===== src/rtl/core/jdc_pkg.sv =====
package jdc_pkg;

    // Request kinds carried on tuser
    typedef enum logic [1:0] {
        REQ_DAY_TO_DATE = 2'd0,
        REQ_DATE_TO_DAY = 2'd1,
        REQ_HOURS       = 2'd2,
        REQ_NONE        = 2'd3
    } t_req;

    // Load enables for the datapath stages, one per datapath register stage
    typedef struct packed {
        logic s1;
        logic s2;
        logic s3;
        logic s4;
        logic s5;
    } t_stage_ld;

    // Field widths
    localparam int unsigned DN_W    = 23;
    localparam int unsigned YEAR_W  = 15;
    localparam int unsigned MON_W   = 4;
    localparam int unsigned DAY_W   = 5;
    localparam int unsigned HOURS_W = 27;
    localparam int unsigned HOUR_W  = 5;

    // Range limits and epoch
    localparam logic [DN_W-1:0]    JDN_MAX         = 23'd5373484;
    localparam logic [HOURS_W-1:0] HOURS_MAX       = 27'd87649463;
    localparam logic [DN_W-1:0]    HOURS_EPOCH_DAY = 23'd1721424;

    // Constant dividers: q = (n * M) >> SH, exact for n below 2**N, with
    // SH = N + ceil(log2(D)) and M = ceil(2**SH / D).

    // n / 3, n < 2**24 (hours / 8 / 3)
    localparam int unsigned    DIV3_SH = 26;
    localparam logic [24:0]    DIV3_M  = 25'(((64'd1 << DIV3_SH) + 64'd2) / 64'd3);

    // n / 146097, n < 2**25
    localparam int unsigned    DIVA_SH = 43;
    localparam logic [25:0]    DIVA_M  =
        26'(((64'd1 << DIVA_SH) + 64'd146096) / 64'd146097);

    // n / 1461, n < 2**25
    localparam int unsigned    DIVE_SH = 36;
    localparam logic [25:0]    DIVE_M  = 26'(((64'd1 << DIVE_SH) + 64'd1460) / 64'd1461);

    // n / 100 and n / 400, n < 2**16; both reciprocals round up to the same
    // multiplier, so one product serves both
    localparam int unsigned    DIV100_SH = 23;
    localparam int unsigned    DIV400_SH = 25;
    localparam logic [16:0]    YDIV_M    =
        17'(((64'd1 << DIV100_SH) + 64'd99) / 64'd100);

    // n / 153, n < 2**11
    localparam int unsigned    DIV153_SH = 19;
    localparam logic [11:0]    DIV153_M  =
        12'(((64'd1 << DIV153_SH) + 64'd152) / 64'd153);

    // n / 5, n < 2**8
    localparam int unsigned    DIV5_SH = 11;
    localparam logic [8:0]     DIV5_M  = 9'(((64'd1 << DIV5_SH) + 64'd4) / 64'd5);

    // Year offset that makes the shifted year positive (multiple of 400)
    localparam logic signed [16:0] YEAR_BIAS = 17'sd16800;
    // Collected constant of the date to day number sum
    localparam logic signed [25:0] JDN_BIAS  = 26'sd4414955;

    // Days before the shifted month (March based): (153 * mm + 2) / 5
    function automatic logic [8:0] month_offset(input logic [3:0] mm);
        logic [8:0] v;
        unique case (mm)
            4'd0:    v = 9'd0;
            4'd1:    v = 9'd31;
            4'd2:    v = 9'd61;
            4'd3:    v = 9'd92;
            4'd4:    v = 9'd122;
            4'd5:    v = 9'd153;
            4'd6:    v = 9'd184;
            4'd7:    v = 9'd214;
            4'd8:    v = 9'd245;
            4'd9:    v = 9'd275;
            4'd10:   v = 9'd306;
            4'd11:   v = 9'd337;
            default: v = 9'd0;
        endcase
        return v;
    endfunction

endpackage


===== src/rtl/core/julian_day_calendar_converter_top.sv =====
// Converts between Julian Day Numbers, proleptic Gregorian dates and hours
// since the AD epoch. One item is accepted every clock cycle unless all stages
// hold items and the output is stalled. The item passes an input register,
// five datapath stages (each holding one constant multiply of the day-to-date
// chain; the date-to-day chain multiplies in the first two) and the output
// register. Stages holding no item are filled while the output is stalled, so
// the slave side drops tready only once all seven stages hold items.
module julian_day_calendar_converter_top (
    input  logic        i_clk,
    input  logic        i_rst_n,
    input  logic        i_s_axis_tvalid,
    output logic        o_s_axis_tready,
    // tdata: day_number_in[22:0], year_in[37:23], month_in[41:38],
    //        day_in[46:42], hours_since_epoch[73:47], zero pad [79:74]
    input  logic [79:0] i_s_axis_tdata,
    // tuser: req_type[1:0]
    input  logic [1:0]  i_s_axis_tuser,
    output logic        o_m_axis_tvalid,
    input  logic        i_m_axis_tready,
    // tdata: year_out[14:0], month_out[18:15], day_out[23:19], hour_out[28:24],
    //        day_number_out[51:29], input_clamped[52], zero pad [55:53]
    output logic [55:0] o_m_axis_tdata
);
    import jdc_pkg::*;

    localparam int unsigned NSTG = 7;

    // Stage load enables: a stage loads when empty or when it moves on
    logic [NSTG-1:0] ld;
    logic [NSTG-1:0] r_vld;
    logic [NSTG-1:0] n_vld;
    t_stage_ld       stg_ld;

    always_comb begin
        ld[NSTG-1] = !r_vld[NSTG-1] || i_m_axis_tready;
        for (int k = NSTG - 2; k >= 0; k--) begin
            ld[k] = !r_vld[k] || ld[k+1];
        end
        n_vld[0] = ld[0] ? i_s_axis_tvalid : r_vld[0];
        for (int k = 1; k < NSTG; k++) begin
            n_vld[k] = ld[k] ? r_vld[k-1] : r_vld[k];
        end
        stg_ld.s1 = ld[1];
        stg_ld.s2 = ld[2];
        stg_ld.s3 = ld[3];
        stg_ld.s4 = ld[4];
        stg_ld.s5 = ld[5];
    end

    always_ff @(posedge i_clk) begin
        if (!i_rst_n) begin
            r_vld <= '0;
        end else begin
            r_vld <= n_vld;
        end
    end

    assign o_s_axis_tready = ld[0];
    assign o_m_axis_tvalid = r_vld[NSTG-1];

    // Input register and request kind along the stages
    logic [DN_W-1:0]          r_dn_in;
    logic signed [YEAR_W-1:0] r_year_in;
    logic [MON_W-1:0]         r_mon_in;
    logic [DAY_W-1:0]         r_day_in;
    logic [HOURS_W-1:0]       r_hrs_in;
    t_req                     r_kind [NSTG-1];

    always_ff @(posedge i_clk) begin
        if (ld[0]) begin
            r_dn_in   <= i_s_axis_tdata[22:0];
            r_year_in <= i_s_axis_tdata[37:23];
            r_mon_in  <= i_s_axis_tdata[41:38];
            r_day_in  <= i_s_axis_tdata[46:42];
            r_hrs_in  <= i_s_axis_tdata[73:47];
            r_kind[0] <= t_req'(i_s_axis_tuser);
        end
        for (int k = 1; k < NSTG - 1; k++) begin
            if (ld[k]) begin
                r_kind[k] <= r_kind[k-1];
            end
        end
    end

    // Datapath
    logic [DN_W-1:0]          fr_j;
    logic [7:0]               fr_a;
    logic [HOUR_W-1:0]        fr_hour;
    logic signed [YEAR_W-1:0] sp_year;
    logic [MON_W-1:0]         sp_month;
    logic [DAY_W-1:0]         sp_day;
    logic [HOUR_W-1:0]        sp_hour;
    logic [DN_W-1:0]          en_dn;
    logic                     en_clamped;

    jdc_day_front u_front (
        .i_clk        (i_clk),
        .i_ld         (stg_ld),
        .i_kind_s1    (r_kind[1]),
        .i_day_number (r_dn_in),
        .i_hours      (r_hrs_in),
        .o_j          (fr_j),
        .o_a          (fr_a),
        .o_hour       (fr_hour)
    );

    jdc_day_split u_split (
        .i_clk   (i_clk),
        .i_ld    (stg_ld),
        .i_j     (fr_j),
        .i_a     (fr_a),
        .i_hour  (fr_hour),
        .o_year  (sp_year),
        .o_month (sp_month),
        .o_day   (sp_day),
        .o_hour  (sp_hour)
    );

    jdc_date_encode u_encode (
        .i_clk        (i_clk),
        .i_ld         (stg_ld),
        .i_year       (r_year_in),
        .i_month      (r_mon_in),
        .i_day        (r_day_in),
        .o_day_number (en_dn),
        .o_clamped    (en_clamped)
    );

    // Output register: select fields by request kind, zero the rest
    logic signed [YEAR_W-1:0] n_year,  r_year;
    logic [MON_W-1:0]         n_month, r_month;
    logic [DAY_W-1:0]         n_day,   r_day;
    logic [HOUR_W-1:0]        n_hour,  r_hour;
    logic [DN_W-1:0]          n_dn,    r_dn;
    logic                     n_clamp, r_clamp;

    always_comb begin
        n_year  = '0;
        n_month = '0;
        n_day   = '0;
        n_hour  = '0;
        n_dn    = '0;
        n_clamp = 1'b0;
        unique case (r_kind[NSTG-2])
            REQ_DAY_TO_DATE: begin
                n_year  = sp_year;
                n_month = sp_month;
                n_day   = sp_day;
            end
            REQ_DATE_TO_DAY: begin
                n_dn    = en_dn;
                n_clamp = en_clamped;
            end
            REQ_HOURS: begin
                n_year  = sp_year;
                n_month = sp_month;
                n_day   = sp_day;
                n_hour  = sp_hour;
            end
            REQ_NONE: begin
                n_clamp = 1'b0;
            end
        endcase
    end

    always_ff @(posedge i_clk) begin
        if (ld[NSTG-1]) begin
            r_year  <= n_year;
            r_month <= n_month;
            r_day   <= n_day;
            r_hour  <= n_hour;
            r_dn    <= n_dn;
            r_clamp <= n_clamp;
        end
    end

    assign o_m_axis_tdata = {3'b000, r_clamp, r_dn, r_hour, r_day, r_month, r_year};

    // Checks
    a_empty_ready: assert property (@(posedge i_clk) disable iff (!i_rst_n)
        (r_vld == '0) |-> o_s_axis_tready)
        else $error("empty pipeline not ready");

    a_accept_lands: assert property (@(posedge i_clk) disable iff (!i_rst_n)
        (i_s_axis_tvalid && o_s_axis_tready) |=> r_vld[0])
        else $error("accepted item lost at input register");

    a_clamp_no_date: assert property (@(posedge i_clk) disable iff (!i_rst_n)
        (o_m_axis_tvalid && o_m_axis_tdata[52]) |->
        (o_m_axis_tdata[23:0] == 24'd0))
        else $error("clamp flag with date fields set");

    a_date_range: assert property (@(posedge i_clk) disable iff (!i_rst_n)
        (o_m_axis_tvalid && (o_m_axis_tdata[18:15] != 4'd0)) |->
        ((o_m_axis_tdata[18:15] <= 4'd12) && (o_m_axis_tdata[23:19] != 5'd0)))
        else $error("month or day out of range");

    a_hour_range: assert property (@(posedge i_clk) disable iff (!i_rst_n)
        o_m_axis_tvalid |-> (o_m_axis_tdata[28:24] <= 5'd23))
        else $error("hour of day out of range");

endmodule


===== src/rtl/core/jdc_day_front.sv =====
module jdc_day_front (
    input  logic                         i_clk,
    input  jdc_pkg::t_stage_ld           i_ld,
    input  jdc_pkg::t_req                i_kind_s1,
    input  logic [jdc_pkg::DN_W-1:0]     i_day_number,
    input  logic [jdc_pkg::HOURS_W-1:0]  i_hours,
    output logic [jdc_pkg::DN_W-1:0]     o_j,
    output logic [7:0]                   o_a,
    output logic [jdc_pkg::HOUR_W-1:0]   o_hour
);
    import jdc_pkg::*;

    // Stage 1: clamp inputs, hours / 24 as (hours >> 3) / 3
    logic [DN_W-1:0]    n_j0;
    logic [HOURS_W-1:0] hrs_c;
    logic [23:0]        n_x;
    logic [48:0]        p3;
    logic [21:0]        n_q3;

    logic [DN_W-1:0]    r_j0;
    logic [23:0]        r_x;
    logic [21:0]        r_q3;
    logic [2:0]         r_lo3;

    always_comb begin
        n_j0  = (i_day_number > JDN_MAX) ? JDN_MAX : i_day_number;
        hrs_c = (i_hours > HOURS_MAX) ? HOURS_MAX : i_hours;
        n_x   = hrs_c[HOURS_W-1:3];
        p3    = 49'(n_x) * 49'(DIV3_M);
        n_q3  = p3[DIV3_SH +: 22];
    end

    always_ff @(posedge i_clk) begin
        if (i_ld.s1) begin
            r_j0  <= n_j0;
            r_x   <= n_x;
            r_q3  <= n_q3;
            r_lo3 <= hrs_c[2:0];
        end
    end

    // Stage 2: pick day number, hour of day, century term a
    logic [23:0]     rem3;
    logic [DN_W-1:0] n_j;
    logic [24:0]     n_arg;
    logic [50:0]     pa;
    logic [HOUR_W-1:0] n_hour;

    logic [DN_W-1:0]   r_j;
    logic [7:0]        r_a;
    logic [HOUR_W-1:0] r_hour;

    always_comb begin
        rem3   = r_x - 24'({r_q3, 1'b0}) - 24'(r_q3);
        n_hour = {rem3[1:0], r_lo3};
        n_j    = (i_kind_s1 == REQ_HOURS) ? (HOURS_EPOCH_DAY + 23'(r_q3)) : r_j0;
        n_arg  = {n_j, 2'b00} + 25'd274277;
        pa     = 51'(n_arg) * 51'(DIVA_M);
    end

    always_ff @(posedge i_clk) begin
        if (i_ld.s2) begin
            r_j    <= n_j;
            r_a    <= pa[DIVA_SH +: 8];
            r_hour <= n_hour;
        end
    end

    assign o_j    = r_j;
    assign o_a    = r_a;
    assign o_hour = r_hour;

endmodule


===== src/rtl/core/jdc_date_encode.sv =====
module jdc_date_encode (
    input  logic                               i_clk,
    input  jdc_pkg::t_stage_ld                 i_ld,
    input  logic signed [jdc_pkg::YEAR_W-1:0]  i_year,
    input  logic [jdc_pkg::MON_W-1:0]          i_month,
    input  logic [jdc_pkg::DAY_W-1:0]          i_day,
    output logic [jdc_pkg::DN_W-1:0]           o_day_number,
    output logic                               o_clamped
);
    import jdc_pkg::*;

    // Stage 1: clamp month and day, shift year to March based, year / 100, / 400
    logic [MON_W-1:0]   m_c;
    logic [DAY_W-1:0]   d_c;
    logic               early;
    logic               n_clamp;
    logic signed [16:0] ys;
    logic [15:0]        n_yy;
    logic [3:0]         mm;
    logic [9:0]         n_dsum;
    logic [32:0]        py;

    logic [15:0] r_yy;
    logic [8:0]  r_q100;
    logic [6:0]  r_q400;
    logic [9:0]  r_dsum;
    logic        r_cl1;

    always_comb begin
        if (i_month == '0) begin
            m_c = 4'd1;
        end else if (i_month > 4'd12) begin
            m_c = 4'd12;
        end else begin
            m_c = i_month;
        end
        d_c     = (i_day == '0) ? 5'd1 : i_day;
        n_clamp = (i_month == '0) || (i_month > 4'd12) || (i_day == '0);
        early   = (m_c <= 4'd2);
        ys      = $signed({{2{i_year[YEAR_W-1]}}, i_year}) + YEAR_BIAS
                  - $signed({16'd0, early});
        n_yy    = ys[15:0];
        mm      = early ? (m_c + 4'd9) : (m_c - 4'd3);
        n_dsum  = 10'(d_c) + 10'(month_offset(mm));
        py      = 33'(n_yy) * 33'(YDIV_M);
    end

    always_ff @(posedge i_clk) begin
        if (i_ld.s1) begin
            r_yy   <= n_yy;
            r_q100 <= py[DIV100_SH +: 9];
            r_q400 <= py[DIV400_SH +: 7];
            r_dsum <= n_dsum;
            r_cl1  <= n_clamp;
        end
    end

    // Stage 2: day number sum and saturation
    logic [23:0]        y365;
    logic signed [25:0] sum;
    logic [DN_W-1:0]    n_dn;

    logic [DN_W-1:0] r_dn [3];
    logic            r_cl [3];

    always_comb begin
        y365 = 24'(r_yy) * 24'd365;
        sum  = $signed({2'b00, y365}) + $signed({12'd0, r_yy[15:2]})
               - $signed({17'd0, r_q100}) + $signed({19'd0, r_q400})
               + $signed({16'd0, r_dsum}) - JDN_BIAS;
        if (sum < 26'sd0) begin
            n_dn = '0;
        end else if (sum > $signed({3'b000, JDN_MAX})) begin
            n_dn = JDN_MAX;
        end else begin
            n_dn = sum[DN_W-1:0];
        end
    end

    // Stage 2 register, then delay to line up with the date split
    always_ff @(posedge i_clk) begin
        if (i_ld.s2) begin
            r_dn[0] <= n_dn;
            r_cl[0] <= r_cl1;
        end
        if (i_ld.s3) begin
            r_dn[1] <= r_dn[0];
            r_cl[1] <= r_cl[0];
        end
        if (i_ld.s4) begin
            r_dn[2] <= r_dn[1];
            r_cl[2] <= r_cl[1];
        end
    end

    logic [DN_W-1:0] r_dn5;
    logic            r_cl5;

    always_ff @(posedge i_clk) begin
        if (i_ld.s5) begin
            r_dn5 <= r_dn[2];
            r_cl5 <= r_cl[2];
        end
    end

    assign o_day_number = r_dn5;
    assign o_clamped    = r_cl5;

endmodule


===== src/rtl/core/jdc_day_split.sv =====
module jdc_day_split (
    input  logic                               i_clk,
    input  jdc_pkg::t_stage_ld                 i_ld,
    input  logic [jdc_pkg::DN_W-1:0]           i_j,
    input  logic [7:0]                         i_a,
    input  logic [jdc_pkg::HOUR_W-1:0]         i_hour,
    output logic signed [jdc_pkg::YEAR_W-1:0]  o_year,
    output logic [jdc_pkg::MON_W-1:0]          o_month,
    output logic [jdc_pkg::DAY_W-1:0]          o_day,
    output logic [jdc_pkg::HOUR_W-1:0]         o_hour
);
    import jdc_pkg::*;

    // Stage 3: f = j + 1363 + 3a/4, e = 4f + 3, e / 1461
    logic [9:0]  a3;
    logic [22:0] f;
    logic [24:0] n_e;
    logic [50:0] pe;

    logic [24:0]       r_e3;
    logic [13:0]       r_qe3;
    logic [HOUR_W-1:0] r_hr3;

    always_comb begin
        a3  = 10'({i_a, 1'b0}) + 10'(i_a);
        f   = i_j + 23'd1363 + 23'(a3[9:2]);
        n_e = {f, 2'b11};
        pe  = 51'(n_e) * 51'(DIVE_M);
    end

    always_ff @(posedge i_clk) begin
        if (i_ld.s3) begin
            r_e3  <= n_e;
            r_qe3 <= pe[DIVE_SH +: 14];
            r_hr3 <= i_hour;
        end
    end

    // Stage 4: day of the shifted year g = (e mod 1461) / 4
    logic [24:0] erem;

    logic [8:0]        r_g4;
    logic [13:0]       r_qe4;
    logic [HOUR_W-1:0] r_hr4;

    always_comb begin
        erem = r_e3 - 25'(r_qe3) * 25'd1461;
    end

    always_ff @(posedge i_clk) begin
        if (i_ld.s4) begin
            r_g4  <= erem[10:2];
            r_qe4 <= r_qe3;
            r_hr4 <= r_hr3;
        end
    end

    // Stage 5: h = 5g + 2, shifted month h / 153
    logic [10:0] n_h;
    logic [22:0] ph;

    logic [10:0]       r_h5;
    logic [3:0]        r_mh5;
    logic [13:0]       r_qe5;
    logic [HOUR_W-1:0] r_hr5;

    always_comb begin
        n_h = {r_g4, 2'b00} + 11'(r_g4) + 11'd2;
        ph  = 23'(n_h) * 23'(DIV153_M);
    end

    always_ff @(posedge i_clk) begin
        if (i_ld.s5) begin
            r_h5  <= n_h;
            r_mh5 <= ph[DIV153_SH +: 4];
            r_qe5 <= r_qe4;
            r_hr5 <= r_hr4;
        end
    end

    // Final: day, month and year, fed to the output register
    logic [10:0]        hrem;
    logic [16:0]        pd;
    logic [MON_W-1:0]   mon;
    logic signed [15:0] y16;

    always_comb begin
        hrem = r_h5 - 11'(r_mh5) * 11'd153;
        pd   = 17'(hrem[7:0]) * 17'(DIV5_M);
        mon  = (r_mh5 < 4'd10) ? (r_mh5 + 4'd3) : (r_mh5 - 4'd9);
        y16  = $signed({2'b00, r_qe5}) - 16'sd4716
               + $signed({15'd0, (mon <= 4'd2)});
    end

    assign o_day   = pd[DIV5_SH +: 5] + 5'd1;
    assign o_month = mon;
    assign o_year  = y16[YEAR_W-1:0];
    assign o_hour  = r_hr5;

endmodule

===== config.mk =====
export PLATFORM = sky130hd
export DESIGN_NAME = julian_day_calendar_converter_top
export DESIGN_NICKNAME = d
export VERILOG_FILES = /design/src/rtl/core/jdc_pkg.sv /design/src/rtl/core/julian_day_calendar_converter_top.sv /design/src/rtl/core/jdc_day_front.sv /design/src/rtl/core/jdc_date_encode.sv /design/src/rtl/core/jdc_day_split.sv
export SDC_FILE = /design/constraint.sdc
export NUM_CORES = 2
export LEC_CHECK = 0
export ABC_AREA = 1
export ABC_CLOCK_PERIOD_IN_PS = 14300
export BUFFER_PORTS_ARGS = -buffer_cell sky130_fd_sc_hd__buf_2
export CELL_PAD_IN_SITES_DETAIL_PLACEMENT = 1
export CELL_PAD_IN_SITES_GLOBAL_PLACEMENT = 2
export CORE_MARGIN = 2
export CORE_UTILIZATION = 46
export CTS_CLUSTER_DIAMETER = 120
export DETAILED_ROUTE_END_ITERATION = 7
export PLACE_DENSITY_LB_ADDON = 0.08
export SETUP_SLACK_MARGIN = 0.1
export SLEW_MARGIN = 20
export SYNTH_ARGS = -nofsm -noshare
export SYNTH_HDL_FRONTEND = slang
export SYNTH_HIERARCHICAL = 1
export SYNTH_SLANG_ARGS = --single-unit

===== constraint.sdc =====
create_clock -name i_clk -period 14.3 [get_ports i_clk]
set_input_delay 0 -clock i_clk [delete_from_list [all_inputs] [get_ports i_clk]]
set_output_delay 0 -clock i_clk [all_outputs]
set_load 0.01 [all_outputs]

==> impl_results.md <==
* Post-synthesis cell type count at 77
* Crit start category: flop
* Vias in the first global route at 54353
* Largest net degree at the start of global routing at 71
* Hold Path Depth at 2
* R2r startpoint: u_front/o_a[2]
* Reg2Reg Depth at 34
* Synthesis Warnings at 6
* DRC at 0
* Worst slack at placement at 4.69 ns
* Critical path's top delay family: adder cells
* Initial Util at 0.465
* TritonCTS clock tree: done
* P&R area growth vs syn at 8.90%
* Post-Route Skew at 0.0369 ns
* Chip Width at 388 µm
* Clk sinks at 451
* Row Count at 140
* Worst path slowest cell: xor2_1
* Measured slew at the worst slew-check pin at 1.10 ns
* Core Region at roughly 150000 µm²
* Final setup fails at 0
* PortBufs at 134
* Placed Area at 71000 µm²
* H-tree levels at 2
* Status: finished, final reports clean
* Design area at approximately 74000 µm²
* Worst hold margin at 0.0360 ns
* RSZ-0062 raised after global routing: no
* DR vias at 48497
* Post-Syn Instances at roughly 7300
* Sequential-to-total area share from yosys stat at 0.199
* Total GRT Usage at 0.262
* Worst skew pair latency at 0.68 ns
* Pre-antenna DRT Iters at 7
* First-pass GRT wire length at 306 mm
* Clock buffer depth at 3
* Total die area at 151000 µm²
* CP max stage delay at 0.61 ns
* CTS root buf: clkbuf_16
* Hold Path Class: in -> reg
* Gp weighted congestion at 0.924
* Area leader, netlist: fa_1
* Max Freq at between 100 and 150 MHz
* Drt first-iter violations at 1952
* Hold Vio Cnt, Final at 0
* FFs w/ async S/R, synth at 0
* Initial antenna violation count at 13
* Crit path kind: reg -> reg
* Vertical die dimension at 388 µm
* Num CTS Buffers at 53
* Final period util at 0.673
* WP data required at about 15 ns
* Reg clk slew, reported paths at 0.06 ns
* CTS resizes at 0
* Top cells by area, synth: fa_1 (27%), ha_1 (22%), edfxtp_1 (20%)
* Mean Syn Cell Area at 9.33 µm²
* Setup_tns at 0 ns
* DP Wirelength at 168 mm
* Slew headroom at 0.261
* Vias/cell at 5.09
* Setup ws final at 4.68 ns
* Nets at 9752
* Crit end category: flop
* Routed WL per cell at a little over 20 µm
* Top-area cell type share of the netlist area at 0.268
* Synth Register Bits at 451
* Buf/Inv on CP at 6
* Ports at roughly 140
* Aggregate global routing overflow at 0
* Max FO, Critical Path at 6
* Min-Delay Endpoint: r_year_in[7]
* Final Max Slew Viols at 0
* Max-cap viol count at 0
* Top FF cell, synth: edfxtp_1
* CP Data Arrival Time at 10.02 ns
* R2R Path End: u_split/r_qe3[11]
* Layout cells sized above 1 at 0.0587
* Fillers at 16811
* Period minus WS final at 9.62 ns
* Number of synthesized flops with an enable pin at 444
* Hold Startpoint: i_s_axis_tdata[30]
* Final ANT Viol Nets at 0
* Synthesized area at 67900 µm²
* Post-Route WL at around 190 mm
* Reg2reg setup slack at 4.68 ns
-- state kept, by name, indices dropped and copies added, names as in the netlist, 9 cells and up --
name and flops:
r_year_in 15, u_encode/r_dn 69, r_dn_in 23, u_front/o_j 23, u_encode/r_q100 9, u_split/r_g4 9
r_dn 23, r_year 15, u_split/r_e3 9, r_kind 12, u_encode/o_day_number 23, u_front/r_q3 22
u_split/r_qe3 14, u_split/r_qe4 14, u_front/r_j0 23, u_encode/r_yy 16, u_encode/r_dsum 10, r_hrs_in 27
u_split/r_qe5 14
-- cells by family after synthesis --
| group | after synthesis | synth area share |
|---|---|---|
| and+or+nand+nor | 1782 | 0.117 |
| buffers and inverters | 2109 | 0.118 |
| AOI/OAI and AO/OA | 639 | 0.0548 |
| xor gates and xnor gates | 196 | 0.0255 |
| adders and majority gates | 2093 | 0.486 |
| DFF | 451 | 0.199 |
| other | 2 | 0.000111 |
-- final cells by class --
| cell class | instances | area [µm²] | share of cell area |
|---|---|---|---|
| Clock inverter | 35 | 414 | 0.00560 |
| Tap cell | 1917 | 2400 | 0.0325 |
| Clock buffer | 60 | 1350 | 0.0183 |
| Sequential cell | 451 | 13500 | 0.182 |
| Multi-Input combinational cell | 4714 | 46500 | 0.629 |
| Inverter | 2081 | 7810 | 0.106 |
| Antenna cell | 5 | 12.5 | 0.000169 |
| Timing Repair Buffer | 272 | 1990 | 0.0269 |
-- layer usage --
layer,global-route usage,vias up,routed length (µm)
li1,-,23262,-
met1,0.358,24310,90200
met2,0.449,723,92600
met3,0.0262,198,6620
met4,0.0589,4,4510
met5,0,-,22
-- synthesized netlist by cell type (15+ instances only) --
cell type  number
edfxtp_1      444
a21o_1         27
ha_1         1184
nor3_1         58
nand3_1       182
xor2_1        132
nor2_1        419
o21ai_0       158
or2_2          35
inv_1        2064
nand3_2        27
o21bai_1       26
o21a_1         15
xnor2_1        62
nor4_1         23
nand2_1       867
nand2_2        48
fa_1          909
inv_2          15
a21oi_1       303
nand4_1        62
a31oi_1        26
-- how the worst max path moves through the flow --
stage                   startpoint           endpoint  slack [ns]  depth (start not counted)
finish              u_front/o_a[2]  u_split/r_qe3[11]        4.68                         34
global route        u_front/o_a[2]  u_split/r_qe3[11]        4.08                         34
CTS                 u_front/o_a[2]  u_split/r_qe3[11]        4.66                         34
detailed placement  u_front/o_a[2]  u_split/r_qe3[11]        4.69                         34
global placement    u_front/o_a[2]   u_split/r_qe3[2]        4.72                         33
floorplan           u_front/o_a[1]  u_split/r_qe3[11]        6.34                         37
-- metrics by stage --
stage | std cells | utilization
after floorplan | 7274 | -
after global placement | 9325 | 0.486
after detailed placement | 9325 | 0.486
after CTS | 9529 | 0.506
after global routing | 9533 | 0.506
final | 9535 | 0.506
-- worst reg2reg max path, delay by kind of cell, from the launching register on --
family          cells  cell delay, ns
fa+ha+maj          11            4.79
compound gates      9            1.90
simple gates        6            0.59
buf+inv             6            0.86
flops               1            0.42
xor+xnor            2            0.83
-- repair_timing --
item | in CTS | in global routing
endpoints found under the hold margin | 104 | 0
buffers inserted | 0 | 0
hold buffers | 109 | 0
-- placed cells by master (no fill, tap or decap), drive strengths merged, types with 3 or more instances in the layout --
cell and instances:
clkinvlp 7, nor3 62, a21boi 8, clkinv 19
and2 6, nor4 23, xor2 133, nor2 435
and3 4, buf 163, or2 35, conb 4
bufinv 4, nand2 929, nand3b 11, dfxtp 7
o21a 16, ha 1184, o31ai 10, o21bai 26
diode 5, edfxtp 444, inv 2086, o311ai 3
o2111ai 3, fa 909, a31o 5, nand4 64
xnor2 63, clkbuf 60, a31oi 27, a21oi 309
a211oi 6, o211ai 14, a21o 27, dlygate4sd3 109
nand3 211, o21ai 171
Power is left out: the tool's default activity adds up to more than one toggle a clock period on the data nets, which glitch-free logic cannot reach.
